### src/design/lfra_pkg.sv
// Shared types and constants for the lowest-free room allocator.
// No dependencies; every other design file imports this package.
package lfra_pkg;

  localparam int ROOMS_DEF   = 16;
  localparam int TIME_W      = 32;
  localparam int FIN_W       = 48;
  localparam int CNT_W       = 16;
  localparam int ROOM_W      = 4;
  localparam int NUM_W       = 5;
  localparam int QUEUE_DEPTH = 2;

  localparam logic [NUM_W-1:0] NUM_RESET = NUM_W'(16);
  localparam logic [FIN_W-1:0] FIN_MAX   = '1;
  localparam logic [CNT_W-1:0] CNT_MAX   = '1;

  typedef struct packed {
    logic [TIME_W-1:0] start;
    logic [TIME_W-1:0] dur;
  } req_t;

  typedef enum logic [2:0] {
    BK_IDLE,
    BK_SCAN,
    BK_DRAIN,
    BK_PICK,
    BK_COMMIT
  } bk_state_t;

  typedef struct packed {
    logic pop;
    logic scan;
    logic pick;
    logic commit;
  } bk_ctl_t;

endpackage

### src/design/lfra_if.sv
// Channel interfaces for requests, results and the room-count register.
// Depends on lfra_pkg for field widths.
interface lfra_in_if import lfra_pkg::*; ();
  logic              valid;
  logic              ready;
  logic [TIME_W-1:0] start_time;
  logic [TIME_W-1:0] end_time;
  modport source (output valid, start_time, end_time, input ready);
  modport sink   (input valid, start_time, end_time, output ready);
endinterface

interface lfra_out_if import lfra_pkg::*; ();
  logic              valid;
  logic              ready;
  logic [ROOM_W-1:0] room;
  logic              delayed;
  logic [FIN_W-1:0]  actual_start;
  logic [FIN_W-1:0]  actual_finish;
  logic [ROOM_W-1:0] top_room;
  logic [CNT_W-1:0]  top_count;
  modport source (output valid, room, delayed, actual_start, actual_finish, top_room,
                  top_count, input ready);
  modport sink   (input valid, room, delayed, actual_start, actual_finish, top_room,
                  top_count, output ready);
endinterface

interface lfra_cfg_if import lfra_pkg::*; ();
  logic             valid;
  logic             ready;
  logic [NUM_W-1:0] num_rooms;
  modport source (output valid, num_rooms, input ready);
  modport sink   (input valid, num_rooms, output ready);
endinterface

### src/design/lowest_free_room_allocator_unit.sv
// The back end handles one request at a time: it scans the finish-time memory one entry per
// cycle over the rooms in use, then passes through drain, pick and commit before the next.
// A two-beat queue and the output register let requests and results wait on either side
// without stalling the scan.
// Reset (synchronous, rst_n low): all finish times and counts read as zero, the top room
// is zero and the room count register returns to 16. No clearing pass is needed.
module lowest_free_room_allocator_unit import lfra_pkg::*; #(
  parameter int ROOMS = ROOMS_DEF
) (
  input  logic        clk,
  input  logic        rst_n,
  lfra_in_if.sink     in_bus,
  lfra_out_if.source  out_bus,
  lfra_cfg_if.sink    cfg_bus
);

  localparam int RW = (ROOMS > 1) ? $clog2(ROOMS) : 1;

  logic [NUM_W-1:0] num_rooms_r;
  logic [RW-1:0]    last_idx;
  logic             q_valid;
  logic             q_pop;
  req_t             q_data;

  assign cfg_bus.ready = 1'b1;

  always_ff @(posedge clk) begin
    if (!rst_n) begin
      num_rooms_r <= NUM_RESET;
    end else if (cfg_bus.valid) begin
      num_rooms_r <= cfg_bus.num_rooms;
    end
  end

  always_comb begin
    if (num_rooms_r == '0) begin
      last_idx = '0;
    end else if (int'(num_rooms_r) > ROOMS) begin
      last_idx = RW'(ROOMS - 1);
    end else begin
      last_idx = RW'(num_rooms_r - 1'b1);
    end
  end

  lfra_front u_front (
    .clk     (clk),
    .rst_n   (rst_n),
    .in_bus  (in_bus),
    .q_valid (q_valid),
    .q_pop   (q_pop),
    .q_data  (q_data)
  );

  lfra_back #(
    .ROOMS (ROOMS),
    .RW    (RW)
  ) u_back (
    .clk      (clk),
    .rst_n    (rst_n),
    .last_idx (last_idx),
    .q_valid  (q_valid),
    .q_pop    (q_pop),
    .q_data   (q_data),
    .out_bus  (out_bus)
  );

endmodule

### src/design/lfra_front.sv
// Front end: accepts request beats, computes the clamped duration and queues them.
// Depends on lfra_pkg and lfra_in_if.
module lfra_front import lfra_pkg::*; (
  input  logic     clk,
  input  logic     rst_n,
  lfra_in_if.sink  in_bus,
  output logic     q_valid,
  input  logic     q_pop,
  output req_t     q_data
);

  localparam int QPW = (QUEUE_DEPTH > 1) ? $clog2(QUEUE_DEPTH) : 1;
  localparam int QCW = $clog2(QUEUE_DEPTH + 1);

  req_t           buf_r [QUEUE_DEPTH];
  logic [QPW-1:0] wr_ptr_r, wr_ptr_nxt;
  logic [QPW-1:0] rd_ptr_r, rd_ptr_nxt;
  logic [QCW-1:0] cnt_r, cnt_nxt;
  logic           push;
  req_t           req;

  assign in_bus.ready = (cnt_r != QCW'(QUEUE_DEPTH));
  assign push         = in_bus.valid && in_bus.ready;
  assign q_valid      = (cnt_r != '0);
  assign q_data       = buf_r[rd_ptr_r];

  always_comb begin
    req.start = in_bus.start_time;
    req.dur   = (in_bus.end_time > in_bus.start_time) ?
                (in_bus.end_time - in_bus.start_time) : '0;
  end

  always_comb begin
    wr_ptr_nxt = wr_ptr_r;
    rd_ptr_nxt = rd_ptr_r;
    cnt_nxt    = cnt_r;
    if (push) begin
      wr_ptr_nxt = (wr_ptr_r == QPW'(QUEUE_DEPTH - 1)) ? '0 : wr_ptr_r + 1'b1;
    end
    if (q_pop) begin
      rd_ptr_nxt = (rd_ptr_r == QPW'(QUEUE_DEPTH - 1)) ? '0 : rd_ptr_r + 1'b1;
    end
    unique case ({push, q_pop})
      2'b10:   cnt_nxt = cnt_r + 1'b1;
      2'b01:   cnt_nxt = cnt_r - 1'b1;
      default: cnt_nxt = cnt_r;
    endcase
  end

  always_ff @(posedge clk) begin
    if (!rst_n) begin
      wr_ptr_r <= '0;
      rd_ptr_r <= '0;
      cnt_r    <= '0;
    end else begin
      wr_ptr_r <= wr_ptr_nxt;
      rd_ptr_r <= rd_ptr_nxt;
      cnt_r    <= cnt_nxt;
    end
  end

  always_ff @(posedge clk) begin
    if (push) begin
      buf_r[wr_ptr_r] <= req;
    end
  end

endmodule

### src/design/lfra_back.sv
// Back end: scans room finish times, picks a room, updates counts and the leader.
// Depends on lfra_pkg and lfra_out_if; holds the finish-time and count memories.
module lfra_back import lfra_pkg::*; #(
  parameter int ROOMS = ROOMS_DEF,
  parameter int RW    = (ROOMS > 1) ? $clog2(ROOMS) : 1
) (
  input  logic          clk,
  input  logic          rst_n,
  input  logic [RW-1:0] last_idx,
  input  logic          q_valid,
  output logic          q_pop,
  input  req_t          q_data,
  lfra_out_if.source    out_bus
);

  bk_state_t         state_r, state_nxt;
  bk_ctl_t           ctl;

  logic [FIN_W-1:0]  fin_mem  [ROOMS];
  logic [CNT_W-1:0]  book_mem [ROOMS];
  logic [ROOMS-1:0]  vld_r;

  logic [FIN_W-1:0]  fin_rd_r;
  logic              fin_rdv_r;
  logic [CNT_W-1:0]  book_rd_r;
  logic              book_rdv_r;

  logic [RW-1:0]     scan_idx_r, chk_idx_r, last_r;
  logic              pend_r, found_r;
  logic [RW-1:0]     free_idx_r, min_idx_r, pick_r, pick_sel;
  logic [FIN_W-1:0]  min_r, act_start_r;
  logic [TIME_W-1:0] start_r, dur_r;
  logic              delayed_r;

  logic [RW-1:0]     best_r;
  logic [CNT_W-1:0]  best_cnt_r;
  logic [RW-1:0]     best_nxt;
  logic [CNT_W-1:0]  best_cnt_nxt;

  logic              out_valid_r, out_free;
  logic [FIN_W-1:0]  fin_val, fin_new;
  logic [FIN_W:0]    fin_sum;
  logic [CNT_W-1:0]  cnt_old, cnt_new;
  logic              free_hit;

  logic [ROOM_W-1:0] o_room_r, o_top_room_r;
  logic              o_delayed_r;
  logic [FIN_W-1:0]  o_start_r, o_finish_r;
  logic [CNT_W-1:0]  o_top_count_r;

  assign out_free = !out_valid_r || out_bus.ready;

  always_comb begin
    state_nxt = state_r;
    unique case (state_r)
      BK_IDLE:   if (q_valid) state_nxt = BK_SCAN;
      BK_SCAN:   if (scan_idx_r == last_r) state_nxt = BK_DRAIN;
      BK_DRAIN:  state_nxt = BK_PICK;
      BK_PICK:   state_nxt = BK_COMMIT;
      BK_COMMIT: if (out_free) state_nxt = BK_IDLE;
      default:   state_nxt = BK_IDLE;
    endcase
  end

  always_comb begin
    ctl        = '0;
    ctl.pop    = (state_r == BK_IDLE) && q_valid;
    ctl.scan   = (state_r == BK_SCAN);
    ctl.pick   = (state_r == BK_PICK);
    ctl.commit = (state_r == BK_COMMIT) && out_free;
  end

  assign q_pop = ctl.pop;

  assign fin_val  = fin_rdv_r ? fin_rd_r : '0;
  assign free_hit = (fin_val <= FIN_W'(start_r));
  assign pick_sel = found_r ? free_idx_r : min_idx_r;
  assign fin_sum  = {1'b0, act_start_r} + (FIN_W + 1)'(dur_r);
  assign fin_new  = fin_sum[FIN_W] ? FIN_MAX : fin_sum[FIN_W-1:0];
  assign cnt_old  = book_rdv_r ? book_rd_r : '0;
  assign cnt_new  = (cnt_old == CNT_MAX) ? cnt_old : cnt_old + 1'b1;

  always_comb begin
    best_nxt     = best_r;
    best_cnt_nxt = best_cnt_r;
    if (pick_r == best_r) begin
      best_cnt_nxt = cnt_new;
    end else if ((cnt_new > best_cnt_r) || ((cnt_new == best_cnt_r) && (pick_r < best_r))) begin
      best_nxt     = pick_r;
      best_cnt_nxt = cnt_new;
    end
  end

  always_ff @(posedge clk) begin
    if (!rst_n) begin
      state_r     <= BK_IDLE;
      pend_r      <= 1'b0;
      found_r     <= 1'b0;
      vld_r       <= '0;
      best_r      <= '0;
      best_cnt_r  <= '0;
      out_valid_r <= 1'b0;
    end else begin
      state_r <= state_nxt;
      pend_r  <= ctl.scan;
      if (ctl.pop) begin
        found_r <= 1'b0;
      end else if (pend_r && !found_r && free_hit) begin
        found_r <= 1'b1;
      end
      if (ctl.commit) begin
        vld_r[pick_r] <= 1'b1;
        best_r        <= best_nxt;
        best_cnt_r    <= best_cnt_nxt;
        out_valid_r   <= 1'b1;
      end else if (out_bus.ready) begin
        out_valid_r <= 1'b0;
      end
    end
  end

  always_ff @(posedge clk) begin
    chk_idx_r <= scan_idx_r;
    if (ctl.pop) begin
      start_r    <= q_data.start;
      dur_r      <= q_data.dur;
      last_r     <= last_idx;
      scan_idx_r <= '0;
    end else if (ctl.scan && (scan_idx_r != last_r)) begin
      scan_idx_r <= scan_idx_r + 1'b1;
    end
    if (pend_r) begin
      if (!found_r && free_hit) begin
        free_idx_r <= chk_idx_r;
      end
      if ((chk_idx_r == '0) || (fin_val < min_r)) begin
        min_r     <= fin_val;
        min_idx_r <= chk_idx_r;
      end
    end
    if (ctl.pick) begin
      pick_r      <= pick_sel;
      delayed_r   <= !found_r;
      act_start_r <= found_r ? FIN_W'(start_r) : min_r;
    end
    if (ctl.commit) begin
      o_room_r      <= ROOM_W'(pick_r);
      o_delayed_r   <= delayed_r;
      o_start_r     <= act_start_r;
      o_finish_r    <= fin_new;
      o_top_room_r  <= ROOM_W'(best_nxt);
      o_top_count_r <= best_cnt_nxt;
    end
  end

  always_ff @(posedge clk) begin
    if (ctl.commit) begin
      fin_mem[pick_r] <= fin_new;
    end
    fin_rd_r  <= fin_mem[scan_idx_r];
    fin_rdv_r <= vld_r[scan_idx_r];
  end

  always_ff @(posedge clk) begin
    if (ctl.commit) begin
      book_mem[pick_r] <= cnt_new;
    end
    book_rd_r  <= book_mem[pick_sel];
    book_rdv_r <= vld_r[pick_sel];
  end

  assign out_bus.valid         = out_valid_r;
  assign out_bus.room          = o_room_r;
  assign out_bus.delayed       = o_delayed_r;
  assign out_bus.actual_start  = o_start_r;
  assign out_bus.actual_finish = o_finish_r;
  assign out_bus.top_room      = o_top_room_r;
  assign out_bus.top_count     = o_top_count_r;

endmodule
### src/flat_wrapper.sv
// flat-port wrapper written by rule: the top's interface ports become plain ports
module lowest_free_room_allocator_unit_flat import lfra_pkg::*;
#(
  parameter int ROOMS = ROOMS_DEF
)
  (clk, rst_n, in_bus_valid, in_bus_start_time, in_bus_end_time, in_bus_ready, out_bus_valid, out_bus_room, out_bus_delayed, out_bus_actual_start, out_bus_actual_finish, out_bus_top_room, out_bus_top_count, out_bus_ready, cfg_bus_valid, cfg_bus_num_rooms, cfg_bus_ready);
  lfra_in_if in_bus_i ();
  lfra_out_if out_bus_i ();
  lfra_cfg_if cfg_bus_i ();
  input  logic clk;
  input  logic rst_n;
  input wire logic [$bits(in_bus_i.valid)-1:0] in_bus_valid;
  input wire logic [$bits(in_bus_i.start_time)-1:0] in_bus_start_time;
  input wire logic [$bits(in_bus_i.end_time)-1:0] in_bus_end_time;
  output wire logic [$bits(in_bus_i.ready)-1:0] in_bus_ready;
  output wire logic [$bits(out_bus_i.valid)-1:0] out_bus_valid;
  output wire logic [$bits(out_bus_i.room)-1:0] out_bus_room;
  output wire logic [$bits(out_bus_i.delayed)-1:0] out_bus_delayed;
  output wire logic [$bits(out_bus_i.actual_start)-1:0] out_bus_actual_start;
  output wire logic [$bits(out_bus_i.actual_finish)-1:0] out_bus_actual_finish;
  output wire logic [$bits(out_bus_i.top_room)-1:0] out_bus_top_room;
  output wire logic [$bits(out_bus_i.top_count)-1:0] out_bus_top_count;
  input wire logic [$bits(out_bus_i.ready)-1:0] out_bus_ready;
  input wire logic [$bits(cfg_bus_i.valid)-1:0] cfg_bus_valid;
  input wire logic [$bits(cfg_bus_i.num_rooms)-1:0] cfg_bus_num_rooms;
  output wire logic [$bits(cfg_bus_i.ready)-1:0] cfg_bus_ready;
  assign in_bus_i.valid = in_bus_valid;
  assign in_bus_i.start_time = in_bus_start_time;
  assign in_bus_i.end_time = in_bus_end_time;
  assign in_bus_ready = in_bus_i.ready;
  assign out_bus_valid = out_bus_i.valid;
  assign out_bus_room = out_bus_i.room;
  assign out_bus_delayed = out_bus_i.delayed;
  assign out_bus_actual_start = out_bus_i.actual_start;
  assign out_bus_actual_finish = out_bus_i.actual_finish;
  assign out_bus_top_room = out_bus_i.top_room;
  assign out_bus_top_count = out_bus_i.top_count;
  assign out_bus_i.ready = out_bus_ready;
  assign cfg_bus_i.valid = cfg_bus_valid;
  assign cfg_bus_i.num_rooms = cfg_bus_num_rooms;
  assign cfg_bus_ready = cfg_bus_i.ready;
  lowest_free_room_allocator_unit #(.ROOMS(ROOMS)) u_core (.clk(clk), .rst_n(rst_n), .in_bus(in_bus_i), .out_bus(out_bus_i), .cfg_bus(cfg_bus_i));
endmodule
### config.mk
export PLATFORM = sky130hd
export DESIGN_NAME = lowest_free_room_allocator_unit_flat
export DESIGN_NICKNAME = d
export VERILOG_FILES = /design/src/design/lfra_pkg.sv /design/src/design/lfra_if.sv /design/src/design/lowest_free_room_allocator_unit.sv /design/src/design/lfra_front.sv /design/src/design/lfra_back.sv /design/src/flat_wrapper.sv
export SDC_FILE = /design/constraint.sdc
export NUM_CORES = 2
export LEC_CHECK = 0
export CAP_MARGIN = 20
export CORE_MARGIN = 1
export CORE_UTILIZATION = 55
export DETAILED_ROUTE_END_ITERATION = 10
export DONT_BUFFER_PORTS = 1
export HOLD_SLACK_MARGIN = 0.03
export PLACE_DENSITY = 0.7
export SKIP_CTS_REPAIR_TIMING = 1
export SLEW_MARGIN = 20
export SYNTH_ARGS = -nofsm -noshare
export SYNTH_HDL_FRONTEND = slang
export SYNTH_SLANG_ARGS = --single-unit
export TNS_END_PERCENT = 20
### constraint.sdc
create_clock -name clk -period 16.54 [get_ports clk]
set_input_delay 4.962 -clock clk [delete_from_list [all_inputs] [get_ports clk]]
set_output_delay 4.962 -clock clk [all_outputs]
set_load 0.03 [all_outputs]
==> flow_metrics.py <==
metrics = {
    "yosys": {
        "post-synth-top-area-cell": "sky130_fd_sc_hd__edfxtp_1",
        "post_synth_edffs": 1450,
        "synth_flop_type": "sky130_fd_sc_hd__edfxtp_1",
        "postSynthNetCount": 4196,
        "yosysWarnings": 0,
        "synth-seq-cells": 1575,
        "asyncSetResetFlopFracSynth": 0,
        "syn_inst": 3953,
        "synthDistinctLibCells": 91,
        "synth_sequential_area_ratio": 0.7107,
        "synth_top_area_frac": 0.6720,
        "post_synth_main_area_contributors": "sky130_fd_sc_hd__edfxtp_1 (67%), sky130_fd_sc_hd__mux4_2 (8.5%), sky130_fd_sc_hd__dfxtp_1 (3.9%), sky130_fd_sc_hd__ha_1 (3.2%), sky130_fd_sc_hd__nand2_1 (2.5%)",
        "postSynthAreaPerCell_um2": 16.39,
        "synth_area_um2": 64790,
    },
    "clocking": {
        "tritoncts": "yes",
        "clock_network_latency_to_the_later_pin_of_the_worst_skew_pair_ns": 0.76,
        "cts_buffers": 157,
        "cts_buffer_depth": 3,
        "clk_pin_slew_worst_paths_ns": 0.06,
        "cts-root-buf": "sky130_fd_sc_hd__clkbuf_16",
        "clock_tree.htree_level_count": 4,
        "tritoncts_num_sinks": 1575,
    },
    "routing": {
        "drcViolationCount": 0,
        "via_count": 34890,
        "drt-pass1-iter-count": 6,
        "postRouteAntennaNets": 0,
        "drtIter0Drc": 3786,
        "via_per_inst": 6.153,
        "post_drt_wl_per_cell_um": 25.97,
        "totalWireLength_um": 147300,
    },
    "place": {
        "gp_congestion": 0.9227,
        "placedCellCount": 5380,
        "port-buffer-count": 0,
        "hpwlAfterDp_um": 88220,
    },
    "power": {
        "ir_drop_uv": 138.9,
        "static-leakage-power_nw": 24.30,
        "design_power_total_mw": 12.13,
        "power.density_nw_per_um2": 168.9,
    },
    "sta": {
        "max_clock_freq_mhz": 126.3,
        "final.setup.tns_ns": 0,
        "max_slew.worst_pin.slew_ns": 1.123,
        "report.final.setup_viol": 0,
        "count_of_pins_over_their_slew_limit": 0,
        "final.setup_skew_ns": 0.03247,
        "fin_crit_share": 0.4786,
        "hold_viol": 0,
        "layout_min_cycle_time_ns": 7.916,
        "rsz0062_at_grt": "false",
        "max_slew_margin": 0.2320,
    },
    "setup_path": {
        "timing.critical_path.to_type": "flip-flop",
        "critical_path_arrival_ns": 8.29,
        "worst-setup-path-type": "input pin to flip-flop",
        "timing.critical_path.fanout_max": 79,
        "timing.critical_path.from_type": "input pin",
        "cp.required_ns": 16.91,
    },
    "finish": {
        "layout.nets": 4260,
        "synthToLayoutAreaGrowth_pct": 10.84,
        "fillCellCount": 8163,
        "ratio_of_cells_with_drive_above_1_in_the_final_layout": 0.1723,
        "multi_input_comb_area_um2": 17620,
        "final_cells": 5671,
        "register_area_um2": 46060,
        "post_layout_utilization_of_the_core": 0.6163,
    },
    "global_routing": {
        "grt.overflow.total": 0,
        "grt_max_degree": 88,
        "number_of_global_route_vias_before_repair": 34740,
        "grtUsageTotal": 0.2497,
        "antenna_violations_before_repair": 3,
        "grt_first_pass_wirelength_um": 222000,
    },
    "floorplanning": {
        "top_level_ports": 198,
        "starting_density": 0.5560,
        "design.die.area_um2": 119200,
        "floorplan.die.width_um": 345.2,
        "site_rows": 125,
        "coreArea_um2": 116500,
        "die_height_um": 345.2,
    },
    "status": {
        "outcome": "finished, final reports clean",
    },
    "run": {
        "max_cap_viol_count": 0,
    },
    "worst_hold_path": {
        "min_path_type": "flip-flop to flip-flop",
    },
}
==> worst max-delay path: stages <==
cell and delay [ns]:
sky130_fd_sc_hd__nand2b_1 0.11, sky130_fd_sc_hd__nand3_1 0.28, sky130_fd_sc_hd__inv_6 0.70, sky130_fd_sc_hd__nand3b_1 0.49, sky130_fd_sc_hd__nor2_4 0.96, sky130_fd_sc_hd__buf_4 0.69
==> cells in the mapped netlist, types with 5 or more instances <==
master,count
sky130_fd_sc_hd__a2111oi_0,7
sky130_fd_sc_hd__a211oi_1,32
sky130_fd_sc_hd__a21boi_0,5
sky130_fd_sc_hd__a21o_1,38
sky130_fd_sc_hd__a21oi_1,111
sky130_fd_sc_hd__a311oi_1,38
sky130_fd_sc_hd__a31oi_1,52
sky130_fd_sc_hd__and2_1,83
sky130_fd_sc_hd__and3_1,74
sky130_fd_sc_hd__and4_1,6
sky130_fd_sc_hd__buf_1,18
sky130_fd_sc_hd__buf_2,28
sky130_fd_sc_hd__buf_6,8
sky130_fd_sc_hd__clkbuf_1,113
sky130_fd_sc_hd__dfxtp_1,125
sky130_fd_sc_hd__edfxtp_1,1450
sky130_fd_sc_hd__ha_1,167
sky130_fd_sc_hd__inv_1,162
sky130_fd_sc_hd__mux2_2,88
sky130_fd_sc_hd__mux2i_1,9
sky130_fd_sc_hd__mux4_2,245
sky130_fd_sc_hd__nand2_1,425
sky130_fd_sc_hd__nand2b_1,15
sky130_fd_sc_hd__nand3_1,86
sky130_fd_sc_hd__nand4_1,35
sky130_fd_sc_hd__nor2_1,107
sky130_fd_sc_hd__nor2b_1,23
sky130_fd_sc_hd__nor3_1,25
sky130_fd_sc_hd__nor3b_1,8
sky130_fd_sc_hd__nor4_1,15
sky130_fd_sc_hd__o211ai_1,12
sky130_fd_sc_hd__o21a_1,33
sky130_fd_sc_hd__o21ai_0,117
sky130_fd_sc_hd__o21ai_1,5
sky130_fd_sc_hd__o21ai_2,6
sky130_fd_sc_hd__o21bai_1,9
sky130_fd_sc_hd__o31ai_1,7
sky130_fd_sc_hd__or2_2,5
sky130_fd_sc_hd__or3_1,10
sky130_fd_sc_hd__or4_1,6
sky130_fd_sc_hd__xnor2_1,36
sky130_fd_sc_hd__xor2_1,32
==> flip-flops by register name (all words and copies together), names as in the netlist, 5 cells and up <==
signal                               cells
u_core.u_back.out_bus.actual_start      48
u_core.u_back.vld_r                     16
u_core.u_back.dur_r                     32
u_core.u_back.fin_rd_r                  48
u_core.u_back.act_start_r               48
u_core.u_back.book_rd_r                 16
u_core.u_back.min_r                     48
u_core.u_back.start_r                   32
u_core.u_back.book_mem                 256
u_core.num_rooms_r                       5
u_core.u_front.buf_r                   128
u_core.u_back.out_bus.actual_finish     48
u_core.u_back.out_bus.top_count         16
u_core.u_back.best_cnt_r                16
u_core.u_back.fin_mem                  768
==> power by group <==
part	total, mW	internal [mW]	switching, mW
registers	5.58	5.35	0.229
logic	3.08	1.03	2.04
clock network	3.48	2.01	1.47
==> metrics by stage <==
stage / hold slack [ns] / area [um2] / worst slack [ns]
floorplan: 0.3258 / 64790 / 3.361
global placement: 0.4027 / 66770 / 7.909
detailed placement: 0.4045 / 66770 / 7.821
CTS: 0.4180 / 71790 / 8.633
global route: 0.4457 / 71810 / 8.460
finish: 0.4171 / 71810 / 8.624
==> placed cells by master (no fill, tap or decap), drive strengths merged, types with 110 or more instances in the layout <==
cell       n
a21oi    113
clkbuf   209
dfxtp    125
edfxtp  1450
ha       167
inv      165
mux4     245
nand2    425
nor2     110
o21ai    129
==> per-layer routing <==
layer | global-route usage | vias up | part of all wire
li1 | - | 15510 | -
met1 | 0.3599 | 17850 | 0.43
met2 | 0.3908 | 1320 | 0.47
met3 | 0.04912 | 212 | 0.073
met4 | 0.06933 | 2 | 0.022
met5 | 0 | - | 0.000081
==> worst paths after layout <==
check	depth (start not counted)	to	start	slack [ns]
setup / recovery	6	u_core.u_back.fin_mem[6][34]	out_bus_ready	8.62
hold / removal	0	u_core.u_back.out_bus.delayed	u_core.u_back.delayed_r	0.42
setup reg to reg	14	u_core.u_back.out_bus.top_count[9]	u_core.u_back.book_rdv_r	11.04
hold reg to reg	0	u_core.u_back.out_bus.delayed	u_core.u_back.delayed_r	0.42
==> layout make-up <==
class | instances | area share
antenna | 2 | 0.00006969
inverter | 163 | 0.008607
tap | 1524 | 0.02655
multi-input combinational | 2045 | 0.2454
clock inverter | 79 | 0.01038
timing repair buffer | 75 | 0.008032
clock buffer | 208 | 0.05953
sequential | 1575 | 0.6414
==> cell families (layout without fill, tap and decap cells) <==
family                     after synthesis  after routing  synth area share
adders and majority gates              169            169           0.03287
AOI/OAI and AO/OA                      518            518           0.05346
muxes                                  342            342            0.1019
DFF                                   1575           1575            0.7107
other                                    1              3        0.00005788
and+or+nand+nor                        947            947           0.07101
buffers and inverters                  333            525           0.02090
xor gates and xnor gates                68             68          0.009192
Note: power is estimated with default switching activity, not from simulation.
